===== src/rtl/jpdt_pkg.sv =====
// Shared types, constants and helpers of the joint PD torque block.
// No dependencies; every other file of the block imports this package.
`timescale 1ns / 1ps
`default_nettype none

package jpdt_pkg;

    localparam int JOINT_COUNT = 8;
    localparam int JIDX_W      = (JOINT_COUNT > 1) ? $clog2(JOINT_COUNT) : 1;

    localparam int IDX_W      = 4;
    localparam int Q_W        = 24;
    localparam int GAIN_W     = 16;
    localparam int LIM_W      = 23;
    localparam int DOF_W      = 3;
    localparam int CFG_IDX_W  = 4;
    localparam int CFG_DATA_W = 23;
    localparam int PROD_W     = Q_W + 1 + GAIN_W + 1;
    localparam int SUM_W      = 37;

    typedef logic signed [Q_W-1:0]    q_t;
    typedef logic [IDX_W-1:0]         idx_t;
    typedef logic [GAIN_W-1:0]        gain_t;
    typedef logic [LIM_W-1:0]         lim_t;
    typedef logic [DOF_W-1:0]         dof_t;
    typedef logic signed [PROD_W-1:0] prod_t;
    typedef logic signed [SUM_W-1:0]  sum_t;

    localparam q_t Q_NEG_2P5 = -24'sd163840;
    localparam q_t Q_PI      = 24'sd205887;
    localparam q_t Q_TWO_PI  = 24'sd411775;
    localparam q_t Q_MAX     = 24'sh7FFFFF;
    localparam q_t Q_MIN     = 24'sh800000;

    typedef enum logic [CFG_IDX_W-1:0] {
        REG_LEG_DOF      = 4'd0,
        REG_TORQUE_LIMIT = 4'd1,
        REG_SPEED_LIMIT  = 4'd2,
        REG_TORQUE_STEP  = 4'd3
    } cfg_reg_t;

    typedef struct packed {
        dof_t dof;
        lim_t torque_limit;
        lim_t speed_limit;
        lim_t torque_step;
    } wheel_cfg_t;

    typedef struct packed {
        logic wheel;
        logic wrap;
    } role_t;

    typedef struct packed {
        idx_t  idx;
        role_t role;
        q_t    pos;
        q_t    vel;
        q_t    pcmd;
        q_t    vcmd;
        q_t    ff;
        gain_t kp;
        gain_t kd;
        logic  fend;
    } stage_a_t;

    typedef struct packed {
        idx_t  idx;
        logic  wheel;
        q_t    vel;
        q_t    pcmd;
        q_t    ff;
        prod_t prod_p;
        prod_t prod_d;
        logic  fend;
    } stage_b_t;

    typedef struct packed {
        idx_t idx;
        logic wheel;
        q_t   tq;
        q_t   pcmd;
        logic fend;
    } pd_item_t;

    // Role of every (leg size, joint index) pair: bit 0 wrap, bit 1 wheel.
    localparam int ROLE_TAB_W = 2 * (1 << DOF_W) * (1 << IDX_W);

    function automatic logic [ROLE_TAB_W-1:0] build_role_tab();
        logic [ROLE_TAB_W-1:0] tab;
        int rem;
        tab = '0;
        for (int d = 1; d < (1 << DOF_W); d++)
        begin
            for (int i = 0; i < (1 << IDX_W); i++)
            begin
                rem = i;
                for (int k = 0; k < (1 << IDX_W); k++)
                begin
                    if (rem >= d)
                    begin
                        rem = rem - d;
                    end
                end
                tab[2 * (d * (1 << IDX_W) + i)]     = (rem == 1);
                tab[2 * (d * (1 << IDX_W) + i) + 1] = (rem == d - 1);
            end
        end
        return tab;
    endfunction

    localparam logic [ROLE_TAB_W-1:0] ROLE_TAB = build_role_tab();

    function automatic role_t role_of(input dof_t dof, input idx_t idx);
        return role_t'(ROLE_TAB[{dof, idx, 1'b0} +: 2]);
    endfunction

    function automatic q_t sat_q(input sum_t v);
        q_t r;
        if (v > sum_t'(Q_MAX))
        begin
            r = Q_MAX;
        end
        else if (v < sum_t'(Q_MIN))
        begin
            r = Q_MIN;
        end
        else
        begin
            r = v[Q_W-1:0];
        end
        return r;
    endfunction

endpackage

`default_nettype wire


===== src/rtl/jpdt_ifs.sv =====
// Channel interfaces of the joint PD torque block: joint input, torque
// result and configuration write. Depends on jpdt_pkg.
`timescale 1ns / 1ps
`default_nettype none

interface jpdt_joint_if;
    import jpdt_pkg::*;
    logic  valid;
    logic  ready;
    idx_t  joint_index;
    q_t    measured_position;
    q_t    measured_velocity;
    q_t    position_command;
    q_t    velocity_command;
    q_t    torque_feedforward;
    gain_t gain_p;
    gain_t gain_d;
    logic  frame_end;

    modport source (
        output valid, joint_index, measured_position, measured_velocity,
               position_command, velocity_command, torque_feedforward,
               gain_p, gain_d, frame_end,
        input  ready
    );
    modport sink (
        input  valid, joint_index, measured_position, measured_velocity,
               position_command, velocity_command, torque_feedforward,
               gain_p, gain_d, frame_end,
        output ready
    );
endinterface

interface jpdt_torque_if;
    import jpdt_pkg::*;
    logic valid;
    logic ready;
    q_t   torque_command;
    q_t   wrapped_position_command;
    logic frame_done;

    modport source (
        output valid, torque_command, wrapped_position_command, frame_done,
        input  ready
    );
    modport sink (
        input  valid, torque_command, wrapped_position_command, frame_done,
        output ready
    );
endinterface

interface jpdt_cfg_if;
    import jpdt_pkg::*;
    logic                  valid;
    logic                  ready;
    logic [CFG_IDX_W-1:0]  index;
    logic [CFG_DATA_W-1:0] data;

    modport source (output valid, index, data, input ready);
    modport sink   (input valid, index, data, output ready);
endinterface

`default_nettype wire


===== src/rtl/jpdt_pd_core.sv =====
// PD torque pipeline: position wrap, gain products, rounding, sum and wheel
// torque/speed limits over three stages. Depends on jpdt_pkg.
`timescale 1ns / 1ps
`default_nettype none

module jpdt_pd_core (
    input  logic                 clk,
    input  logic                 rst_n,
    input  logic                 advance,
    input  jpdt_pkg::wheel_cfg_t cfg,
    input  logic                 in_fire,
    input  jpdt_pkg::stage_a_t   in_item,
    output logic                 c_vld,
    output jpdt_pkg::pd_item_t   c_item
);
    import jpdt_pkg::*;

    logic     a_vld_reg, b_vld_reg, c_vld_reg;
    stage_a_t a_reg;
    stage_b_t b_reg, b_next;
    pd_item_t c_reg, c_next;

    q_t                 pos_w, pcmd_w;
    logic signed [Q_W:0] dpos, dvel;

    logic signed [PROD_W:0] rnd_p, rnd_d;
    sum_t                   tq_sum;
    q_t                     tq_sat, tq_lim, lim_q;
    logic [Q_W-1:0]         avel;
    logic                   tq_pos, tq_neg, vel_pos, vel_neg, cut;

    // Stage B: wrap the second joint of a leg, then both gain products.
    always_comb
    begin
        pos_w  = a_reg.pos;
        pcmd_w = a_reg.pos;
        pcmd_w = a_reg.pcmd;
        if (a_reg.role.wrap && (a_reg.pos < Q_NEG_2P5))
        begin
            pos_w = a_reg.pos + Q_TWO_PI;
        end
        if (a_reg.role.wrap && (a_reg.pcmd > Q_PI))
        begin
            pcmd_w = a_reg.pcmd - Q_TWO_PI;
        end
        dpos = $signed({pcmd_w[Q_W-1], pcmd_w}) - $signed({pos_w[Q_W-1], pos_w});
        dvel = $signed({a_reg.vcmd[Q_W-1], a_reg.vcmd})
             - $signed({a_reg.vel[Q_W-1], a_reg.vel});

        b_next.idx    = a_reg.idx;
        b_next.wheel  = a_reg.role.wheel;
        b_next.vel    = a_reg.vel;
        b_next.pcmd   = pcmd_w;
        b_next.ff     = a_reg.ff;
        b_next.prod_p = $signed({1'b0, a_reg.kp}) * dpos;
        b_next.prod_d = $signed({1'b0, a_reg.kd}) * dvel;
        b_next.fend   = a_reg.fend;
    end

    // Stage C: round half up, sum, saturate, then the wheel limits.
    always_comb
    begin
        rnd_p  = $signed({b_reg.prod_p[PROD_W-1], b_reg.prod_p}) + 43'sd128;
        rnd_d  = $signed({b_reg.prod_d[PROD_W-1], b_reg.prod_d}) + 43'sd128;
        tq_sum = $signed({{(SUM_W-Q_W){b_reg.ff[Q_W-1]}}, b_reg.ff})
               + $signed({{(SUM_W-(PROD_W-7)){rnd_p[PROD_W]}}, rnd_p[PROD_W:8]})
               + $signed({{(SUM_W-(PROD_W-7)){rnd_d[PROD_W]}}, rnd_d[PROD_W:8]});
        tq_sat = sat_q(tq_sum);

        lim_q  = $signed({1'b0, cfg.torque_limit});
        tq_lim = tq_sat;
        if (tq_sat > lim_q)
        begin
            tq_lim = lim_q;
        end
        else if (tq_sat < -lim_q)
        begin
            tq_lim = -lim_q;
        end

        avel    = b_reg.vel[Q_W-1] ? (~b_reg.vel + 24'd1) : b_reg.vel;
        tq_neg  = tq_lim[Q_W-1];
        tq_pos  = !tq_lim[Q_W-1] && (tq_lim != '0);
        vel_neg = b_reg.vel[Q_W-1];
        vel_pos = !b_reg.vel[Q_W-1] && (b_reg.vel != '0);
        cut     = (avel >= {1'b0, cfg.speed_limit})
               && ((tq_pos && vel_pos) || (tq_neg && vel_neg));

        c_next.idx   = b_reg.idx;
        c_next.wheel = b_reg.wheel;
        c_next.pcmd  = b_reg.pcmd;
        c_next.fend  = b_reg.fend;
        c_next.tq    = tq_sat;
        if (b_reg.wheel)
        begin
            c_next.tq = cut ? '0 : tq_lim;
        end
    end

    always_ff @(posedge clk or negedge rst_n)
    begin
        if (!rst_n)
        begin
            a_vld_reg <= 1'b0;
            b_vld_reg <= 1'b0;
            c_vld_reg <= 1'b0;
        end
        else if (advance)
        begin
            a_vld_reg <= in_fire;
            b_vld_reg <= a_vld_reg;
            c_vld_reg <= b_vld_reg;
        end
    end

    always_ff @(posedge clk)
    begin
        if (advance)
        begin
            a_reg <= in_item;
            b_reg <= b_next;
            c_reg <= c_next;
        end
    end

    assign c_vld  = c_vld_reg;
    assign c_item = c_reg;

endmodule

`default_nettype wire


===== src/rtl/jpdt_slew.sv =====
// Wheel slew limit against the per-joint torque memory, with forwarding of
// the write that lands as the next read issues, plus the output register.
// Depends on jpdt_pkg.
`timescale 1ns / 1ps
`default_nettype none

module jpdt_slew (
    input  logic               clk,
    input  logic               rst_n,
    input  logic               advance,
    input  jpdt_pkg::lim_t     torque_step,
    input  logic               c_vld,
    input  jpdt_pkg::pd_item_t c_item,
    output logic               out_vld,
    output jpdt_pkg::q_t       out_tq,
    output jpdt_pkg::q_t       out_pcmd,
    output logic               out_fend
);
    import jpdt_pkg::*;

    q_t                     mem [JOINT_COUNT];
    logic [JOINT_COUNT-1:0] mem_vld_reg;

    logic     d_vld_reg;
    pd_item_t d_reg;
    q_t       rd_data_reg, fwd_data_reg;
    logic     rd_vld_reg, fwd_hit_reg;
    logic     armed_reg;

    logic     out_vld_reg, out_fend_reg;
    q_t       out_tq_reg, out_pcmd_reg;

    logic [JIDX_W-1:0]      c_addr, d_addr;
    logic                   d_stored, apply;
    q_t                     prev, tq_final;
    logic signed [Q_W:0]    diff, step_s, diff_cl;
    logic signed [Q_W+1:0]  slewed;

    assign c_addr   = c_item.idx[JIDX_W-1:0];
    assign d_addr   = d_reg.idx[JIDX_W-1:0];
    assign d_stored = ({1'b0, d_reg.idx} < (IDX_W + 1)'(JOINT_COUNT));

    always_comb
    begin
        prev = '0;
        if (fwd_hit_reg)
        begin
            prev = fwd_data_reg;
        end
        else if (rd_vld_reg)
        begin
            prev = rd_data_reg;
        end

        step_s  = $signed({2'b00, torque_step});
        diff    = $signed({d_reg.tq[Q_W-1], d_reg.tq}) - $signed({prev[Q_W-1], prev});
        diff_cl = diff;
        if (diff > step_s)
        begin
            diff_cl = step_s;
        end
        else if (diff < -step_s)
        begin
            diff_cl = -step_s;
        end
        slewed = $signed({{2{prev[Q_W-1]}}, prev}) + $signed({diff_cl[Q_W], diff_cl});

        apply    = d_reg.wheel && armed_reg && d_stored && (torque_step != '0);
        tq_final = apply ? sat_q(sum_t'(slewed)) : d_reg.tq;
    end

    // Read as the item enters the slew stage; hold everything on a stall.
    always_ff @(posedge clk)
    begin
        if (advance)
        begin
            rd_data_reg  <= mem[c_addr];
            fwd_hit_reg  <= d_vld_reg && d_stored && (d_reg.idx == c_item.idx);
            fwd_data_reg <= tq_final;
            d_reg        <= c_item;
            out_tq_reg   <= tq_final;
            out_pcmd_reg <= d_reg.pcmd;
            out_fend_reg <= d_reg.fend;
            if (d_vld_reg && d_stored)
            begin
                mem[d_addr] <= tq_final;
            end
        end
    end

    always_ff @(posedge clk or negedge rst_n)
    begin
        if (!rst_n)
        begin
            mem_vld_reg <= '0;
            rd_vld_reg  <= 1'b0;
            d_vld_reg   <= 1'b0;
            armed_reg   <= 1'b0;
            out_vld_reg <= 1'b0;
        end
        else if (advance)
        begin
            rd_vld_reg  <= mem_vld_reg[c_addr];
            d_vld_reg   <= c_vld;
            out_vld_reg <= d_vld_reg;
            if (d_vld_reg && d_stored)
            begin
                mem_vld_reg[d_addr] <= 1'b1;
            end
            if (d_vld_reg && d_reg.fend)
            begin
                armed_reg <= 1'b1;
            end
        end
    end

    assign out_vld  = out_vld_reg;
    assign out_tq   = out_tq_reg;
    assign out_pcmd = out_pcmd_reg;
    assign out_fend = out_fend_reg;

endmodule

`default_nettype wire


===== src/rtl/joint_pd_torque_with_wheel_protect.sv =====
// Top level of the joint PD torque block: configuration registers, channel
// handshake and the two pipeline parts. Depends on jpdt_pkg, jpdt_ifs,
// jpdt_pd_core and jpdt_slew.
//
// One joint is taken per cycle while the output is not stalled. It passes
// five registers, the last of them the output register; a full pipeline keeps
// one joint per cycle in flight without bubbles. The whole pipeline, input
// included, holds only while the output register is full and not taken. The
// previous-frame torque of each joint lives in a small memory with a
// registered read: it is read as a joint enters the slew stage and written as
// it leaves, and a write of the same joint in that very cycle is forwarded.
// Per-entry valid bits make the memory read as zero after reset, so no
// clearing pass is needed. Configuration writes are taken every cycle and
// should come while idle.
`timescale 1ns / 1ps
`default_nettype none

module joint_pd_torque_with_wheel_protect (
    input  logic          clk,
    input  logic          rst_n,
    jpdt_joint_if.sink    joint_in,
    jpdt_torque_if.source torque_out,
    jpdt_cfg_if.sink      cfg
);
    import jpdt_pkg::*;

    wheel_cfg_t cfg_reg;
    logic       advance, in_fire;
    stage_a_t   in_item;
    logic       c_vld;
    pd_item_t   c_item;
    logic       out_vld;

    always_ff @(posedge clk or negedge rst_n)
    begin
        if (!rst_n)
        begin
            cfg_reg.dof          <= 3'd4;
            cfg_reg.torque_limit <= 23'd1310720;
            cfg_reg.speed_limit  <= 23'd1310720;
            cfg_reg.torque_step  <= 23'd15729;
        end
        else if (cfg.valid)
        begin
            case (cfg_reg_t'(cfg.index))
                REG_LEG_DOF:      cfg_reg.dof          <= cfg.data[DOF_W-1:0];
                REG_TORQUE_LIMIT: cfg_reg.torque_limit <= cfg.data[LIM_W-1:0];
                REG_SPEED_LIMIT:  cfg_reg.speed_limit  <= cfg.data[LIM_W-1:0];
                REG_TORQUE_STEP:  cfg_reg.torque_step  <= cfg.data[LIM_W-1:0];
                default:          ;
            endcase
        end
    end

    assign cfg.ready = 1'b1;

    // Advance unless the output beat is stalled.
    assign advance        = !out_vld || torque_out.ready;
    assign joint_in.ready = advance;
    assign in_fire        = joint_in.valid && advance;

    always_comb
    begin
        in_item.idx  = joint_in.joint_index;
        in_item.role = role_of(cfg_reg.dof, joint_in.joint_index);
        in_item.pos  = joint_in.measured_position;
        in_item.vel  = joint_in.measured_velocity;
        in_item.pcmd = joint_in.position_command;
        in_item.vcmd = joint_in.velocity_command;
        in_item.ff   = joint_in.torque_feedforward;
        in_item.kp   = joint_in.gain_p;
        in_item.kd   = joint_in.gain_d;
        in_item.fend = joint_in.frame_end;
    end

    jpdt_pd_core u_core (
        .clk     (clk),
        .rst_n   (rst_n),
        .advance (advance),
        .cfg     (cfg_reg),
        .in_fire (in_fire),
        .in_item (in_item),
        .c_vld   (c_vld),
        .c_item  (c_item)
    );

    jpdt_slew u_slew (
        .clk         (clk),
        .rst_n       (rst_n),
        .advance     (advance),
        .torque_step (cfg_reg.torque_step),
        .c_vld       (c_vld),
        .c_item      (c_item),
        .out_vld     (out_vld),
        .out_tq      (torque_out.torque_command),
        .out_pcmd    (torque_out.wrapped_position_command),
        .out_fend    (torque_out.frame_done)
    );

    assign torque_out.valid = out_vld;

endmodule

`default_nettype wire


===== src/flat_wrapper.sv =====
// flat-port wrapper written by rule: the top's interface ports become plain ports
module joint_pd_torque_with_wheel_protect_flat import jpdt_pkg::*;
  (clk, rst_n, joint_in_valid, joint_in_joint_index, joint_in_measured_position, joint_in_measured_velocity, joint_in_position_command, joint_in_velocity_command, joint_in_torque_feedforward, joint_in_gain_p, joint_in_gain_d, joint_in_frame_end, joint_in_ready, torque_out_valid, torque_out_torque_command, torque_out_wrapped_position_command, torque_out_frame_done, torque_out_ready, cfg_valid, cfg_index, cfg_data, cfg_ready);
  jpdt_joint_if joint_in_i ();
  jpdt_torque_if torque_out_i ();
  jpdt_cfg_if cfg_i ();
  input  logic clk;
  input  logic rst_n;
  input wire logic [$bits(joint_in_i.valid)-1:0] joint_in_valid;
  input wire logic [$bits(joint_in_i.joint_index)-1:0] joint_in_joint_index;
  input wire logic [$bits(joint_in_i.measured_position)-1:0] joint_in_measured_position;
  input wire logic [$bits(joint_in_i.measured_velocity)-1:0] joint_in_measured_velocity;
  input wire logic [$bits(joint_in_i.position_command)-1:0] joint_in_position_command;
  input wire logic [$bits(joint_in_i.velocity_command)-1:0] joint_in_velocity_command;
  input wire logic [$bits(joint_in_i.torque_feedforward)-1:0] joint_in_torque_feedforward;
  input wire logic [$bits(joint_in_i.gain_p)-1:0] joint_in_gain_p;
  input wire logic [$bits(joint_in_i.gain_d)-1:0] joint_in_gain_d;
  input wire logic [$bits(joint_in_i.frame_end)-1:0] joint_in_frame_end;
  output wire logic [$bits(joint_in_i.ready)-1:0] joint_in_ready;
  output wire logic [$bits(torque_out_i.valid)-1:0] torque_out_valid;
  output wire logic [$bits(torque_out_i.torque_command)-1:0] torque_out_torque_command;
  output wire logic [$bits(torque_out_i.wrapped_position_command)-1:0] torque_out_wrapped_position_command;
  output wire logic [$bits(torque_out_i.frame_done)-1:0] torque_out_frame_done;
  input wire logic [$bits(torque_out_i.ready)-1:0] torque_out_ready;
  input wire logic [$bits(cfg_i.valid)-1:0] cfg_valid;
  input wire logic [$bits(cfg_i.index)-1:0] cfg_index;
  input wire logic [$bits(cfg_i.data)-1:0] cfg_data;
  output wire logic [$bits(cfg_i.ready)-1:0] cfg_ready;
  assign joint_in_i.valid = joint_in_valid;
  assign joint_in_i.joint_index = joint_in_joint_index;
  assign joint_in_i.measured_position = joint_in_measured_position;
  assign joint_in_i.measured_velocity = joint_in_measured_velocity;
  assign joint_in_i.position_command = joint_in_position_command;
  assign joint_in_i.velocity_command = joint_in_velocity_command;
  assign joint_in_i.torque_feedforward = joint_in_torque_feedforward;
  assign joint_in_i.gain_p = joint_in_gain_p;
  assign joint_in_i.gain_d = joint_in_gain_d;
  assign joint_in_i.frame_end = joint_in_frame_end;
  assign joint_in_ready = joint_in_i.ready;
  assign torque_out_valid = torque_out_i.valid;
  assign torque_out_torque_command = torque_out_i.torque_command;
  assign torque_out_wrapped_position_command = torque_out_i.wrapped_position_command;
  assign torque_out_frame_done = torque_out_i.frame_done;
  assign torque_out_i.ready = torque_out_ready;
  assign cfg_i.valid = cfg_valid;
  assign cfg_i.index = cfg_index;
  assign cfg_i.data = cfg_data;
  assign cfg_ready = cfg_i.ready;
  joint_pd_torque_with_wheel_protect u_core (.clk(clk), .rst_n(rst_n), .joint_in(joint_in_i), .torque_out(torque_out_i), .cfg(cfg_i));
endmodule

===== config.mk =====
export PLATFORM = sky130hd
export DESIGN_NAME = joint_pd_torque_with_wheel_protect_flat
export DESIGN_NICKNAME = d
export VERILOG_FILES = /design/src/rtl/jpdt_pkg.sv /design/src/rtl/jpdt_ifs.sv /design/src/rtl/jpdt_pd_core.sv /design/src/rtl/jpdt_slew.sv /design/src/rtl/joint_pd_torque_with_wheel_protect.sv /design/src/flat_wrapper.sv
export SDC_FILE = /design/constraint.sdc
export NUM_CORES = 2
export LEC_CHECK = 0
export BUFFER_PORTS_ARGS = -buffer_cell sky130_fd_sc_hd__buf_2
export CORE_MARGIN = 3
export CORE_UTILIZATION = 25
export DETAILED_ROUTE_END_ITERATION = 10
export MAX_ROUTING_LAYER = met4
export PLACE_DENSITY_LB_ADDON = 0.2
export SLEW_MARGIN = 20
export SYNTH_ARGS = -nofsm -noshare
export SYNTH_HDL_FRONTEND = slang
export SYNTH_SLANG_ARGS = --single-unit

===== constraint.sdc =====
create_clock -name clk -period 19.65 [get_ports clk]
set_input_delay 2.9475 -clock clk [delete_from_list [all_inputs] [get_ports clk]]
set_output_delay 2.9475 -clock clk [all_outputs]
set_load 0.01 [all_outputs]

**Word level (Yosys, flattened, before mapping)**

Memories as Yosys holds them, arrays and structs flattened. A register that Yosys moved wholly into a read port is not among the register bits.
Index checks and enable logic that the tools add are counted.

- Shifts and indexed selects: 1
- Reductions and logical operators: 30
- Magnitude comparators: 15
- Add/sub/neg operators: 13
- Equality and inequality tests: 4
- $mul: 2
- Bitwise logic cells: 2
- Mux-type cells: 23

Operators with widths:

| operator | number |
|---|---|
| $mux 24 | 14 |
| $shiftx 256x9->2 const A | 1 |
| $add 42x9->43 const B | 2 |
| $mul 17x25->42 | 2 |
| $sub 24x24->25 | 3 |
| $mux 25 | 2 |
| $reduce_bool 24->1 | 2 |
| $add 36x35->37 | 1 |
| $gt 37x24->1 const B | 1 |
| $lt 37x24->1 const B | 1 |
| $add 24x35->36 | 1 |
| $add 24x25->26 | 1 |
| $gt 26x24->1 const B | 1 |
| $lt 26x24->1 const B | 1 |
| $gt 25x24->1 | 1 |
| $lt 25x25->1 | 1 |
| $neg 23->25 | 1 |
| $add 24x1->24 const B | 1 |
| $add 24x20->24 const B | 1 |
| $ge 24x23->1 | 1 |
| $gt 24x19->1 const B | 1 |
| $gt 24x24->1 | 1 |
| $lt 24x19->1 const B | 1 |
| $lt 24x24->1 | 1 |
| 19 further kinds | 47 |

- Memories kept: 1
- Memory bits (writable): 192
- Flip-flop bits (word level): 566
- Bits of input ports: 189

Memories:

| memory | depth | bits a word | rd ports | clocked after Yosys merged registers in | write ports | RTL line | RTL |
|---|---|---|---|---|---|---|---|
| u_core.u_slew.mem | 8 | 24 | 1 | 1 | 1 | jpdt_slew.sv:21 | `q_t mem [JOINT_COUNT];` |

**Depth between registers and ports, before layout**

- Word-level depth: 16
- Depth in mapped cells: 51
- Mapped depth without buffers: 49

**By module**

Synthesis repeated with hierarchy kept, for this count alone.

- Cell total of the unflattened synthesis: 6617
- Area, all modules: 70709.1 µm²

Modules (own cells, without submodules):

| module | cells an instance | times used | sequential area each (µm²) | area an instance (µm²) |
|---|---|---|---|---|
| jpdt_pd_core | 5055 | 1 | 10915.5 | 49583.8 |
| jpdt_slew | 1354 | 1 | 9909.5 | 17956.0 |
| joint_pd_torque_with_wheel_protect | 208 | 1 | 1819.2 | 3169.3 |

**Worst setup path after synthesis**

OpenSTA, ideal clock, no wires.

- Kind: input to register
- From: input port torque_out_ready
- To: memory u_core.u_slew.mem[1][0] (netlist name), enable pin
- Setup slack: -1.439 ns
- Arrival: 20.652 ns
- Stages on the path: 4
- Path buffers: 1
- Library setup time: 0.436 ns
- Cells stage by stage: nand2b_1 -> clkbuf_1 -> nand4b_1 -> nor3_1

- Longest elaborated chain between the ends: 3

Ends and longest elaborated chain:

| item | RTL line | RTL |
|---|---|---|
| start: declaration | flat_wrapper.sv:24 | `input wire logic [$bits(torque_out_i.ready)-1:0] torque_out_ready;` |
| $logic_or 1x1->1 | joint_pd_torque_with_wheel_protect.sv:58 | `assign advance = !out_vld \|\| torque_out.ready;` |
| net joint_in_ready | flat_wrapper.sv:19 | `output wire logic [$bits(joint_in_i.ready)-1:0] joint_in_ready;` |
| $mux 1 | jpdt_slew.sv:75 | `if (advance)` |
| $mux 1 (implied by the code) | jpdt_slew.sv:86 | `mem[d_addr] <= tq_final;` |
| end: declaration | jpdt_slew.sv:21 |  |

The timed path passes the listed nets, and every way through them passes these cells.

==> results.cfg <==
[status]
status = finished, final reports clean

[global_routing]
first_global_vias = 50450
grt.overflow.total = 0
track_usage_pct = 14.73
grt_pass1_wl_um = 312100
grt_max_degree = 81
antenna_found_initial = 31

[min_path]
hp-class = reg -> reg

[synth]
ys_types = 103
yosys.area.top_type = edfxtp_1
synthFlopType = edfxtp_1
synth.most_common_cell = inv_1
synth_area_leaders = edfxtp_1 29%, fa_1 24%, ha_1 8.3%
yosys.area_share.simple_pct = 12.85
synth_edf_count = 681
synth_seq_area_share_pct = 32.64
synth_top_family_by_area = adder cells
ys_top_cells_by_count = 1,125 x inv_1, 818 x fa_1, 760 x nand2_1, 681 x edfxtp_1, 460 x ha_1
synthAdderAreaFrac_pct = 31.92
synth_top_cell_area_share_pct = 29.48
synth-xor-area-share_pct = 4.305
avgSynthCellArea_sq_um = 10.63
synth_compound_area_share_pct = 7.682
yosysWarnings = 0
synth_async_sr_flop_share_pct = 11.33
synth.cell_area_sq_um = 69370
synthCells = 6523
ys_ff_latch = 768
synth_nets = 7990
post_synth_mux_area_share_pct = 3.228

[floorplan]
die_h_um = 532.8
die_area_sq_um = 283800
core-area_sq_um = 274800
ios = 241
die_x_um = 532.8
rows = 192
initial_core_util_pct = 25.24

[sta]
clock_skew_ps = 139.6
final.period_utilization_pct = 64.52
hold_viol_final = 0
setup_viol = 0
tns_ps = 0
relSlewSlack_pct = 24.96
drv_slew = 0
max_clock_freq_mhz = 78.88
finalWorstSetupSlack_ps = 6973
finalCriticalPeriod_ps = 12680
hold_slack_ps = 335.9
rsz0062_at_grt = no
tightest_slew_ps = 1126

[clock_network]
clkTransAtPathRegs_ps = 70
cts_buffers = 100
cts.sinks = 768
post_cts_resized = 0
cts_max_level = 3
cts_hold_buf = 0
cts-root-buf = clkbuf_16
clkLatencyLatePin_ps = 860
cts_tree = built
clk_path_buf_depth = 4
cts_setup_buffers = 0

[finish]
syn_to_final_growth_pct = 13.58
multi_input_area_sq_um = 41780
nNetsFinal = 8213
drive_gt1_share_pct = 10.98
largest_reg_flops = 192
fillerInstances = 28770
seqCellArea_sq_um = 22640

[critical_path]
crit_type = reg -> reg
worstPathRequired_ps = 20110
cp-start-kind = flop
cp_max_fo = 16
critical-path-max-stage-delay_ps = 580
cpMaxStageDelayCell = o31ai_1
path_common_cell = fa_1
critPathCaptureType = flop
worstPathArrival_ps = 13140

[placement]
gp_congestion = 0.8731
io_buffers = 239
place_ws_ps = 6933
dp_hpwl_um = 156500

[detailed_routing]
drc = 0
routedWlPerCell_um = 19.34
dr.pass1.iters = 5
vias = 47270
viasPerCell = 4.490
drt_iter0_drc = 2755
antenna_left = 0
routed_wl_um = 203600

[job]
cap_violations = 0
area by class of cell:
class / count / share of cell area [%]
timing repair buffer: 347 / 2.628
sequential: 768 / 28.74
antenna: 18 / 0.05717
multi-input combinational: 4404 / 53.03
clock buffer: 119 / 3.348
tap: 3686 / 5.853
clock inverter: 60 / 0.9830
inverter: 1125 / 5.360
logic make-up (layout without fill, tap and decap cells):
logic type,after synthesis,after routing
muxes,151,151
adders and majority gates,1279,1279
buffers and inverters,1351,1651
xor gates and xnor gates,341,341
other,1,19
and+or+nand+nor,1852,1852
DFF,768,768
AOI/OAI and AO/OA,780,780
per-stage QoR:
stage | instance area, sq um | instances | util, %
global route | 78790 | 10530 | 28.67
finish | 78790 | 10530 | 28.67
CTS | 78740 | 10510 | 28.65
floorplan | 69370 | 6523 | -
detailed placement | 75330 | 10330 | 27.41
global placement | 75220 | 10330 | 27.37
layer usage:
metal	global-route usage (%)	up-vias	routed length [um]
met3	1.914	277	8266
met4	4.969	0	7364
met2	24.68	921	100100
met1	18.31	24170	87890
li1	-	21910	-
met5	-	-	0
final timing paths:
| check | slack (ps) | endpoint | start | depth (start not counted) |
|---|---|---|---|---|
| worst max-delay path | 6970 | u_core.u_core.b_reg[84] | u_core.u_core.a_reg[89] | 47 |
| worst min-delay path | 340 | u_core.u_slew.d_reg[29] | u_core.u_core.c_item[29] | 0 |
| worst max register to register | 6970 | u_core.u_core.b_reg[84] | u_core.u_core.a_reg[89] | 47 |
| worst min register to register | 340 | u_core.u_slew.d_reg[29] | u_core.u_core.c_item[29] | 0 |
| max in group asynchronous | 16330 | u_core.cfg_reg[57] | rst_n | 2 |
| min in group asynchronous | 2000 | u_core.u_slew.out_vld | rst_n | 1 |
layout by cell type, fill, tap and decap left out, types with 50 or more instances in the layout:
master        n
nand2_1     760
o21a_1       52
mux4_2       50
clkbuf_16   103
a21oi_1     153
nand2b_1     57
nand3_1      99
buf_2       238
fa_1        818
xor2_1      118
nor2_1      250
dfrtp_1      73
a21o_1       65
inv_1      1125
edfxtp_1    681
and2_1      286
mux2_2       82
buf_4       103
xnor2_1     218
o21ai_0     186
nor2b_1      74
nor3_1       94
ha_1        460
critical path: cells and delay by family, from the launching register on:
family,cells,cell delay [ps]
XOR/XNOR,2,390
AND/OR/NAND/NOR,7,1560
buffers and inverters,5,510
AO/OA/AOI/OAI,24,5490
flip-flops,1,420
adder cells (fa/ha/maj),9,3970
Power is not shown: default switching activity piles up to over one toggle a cycle in this logic, so the estimate is an artifact.
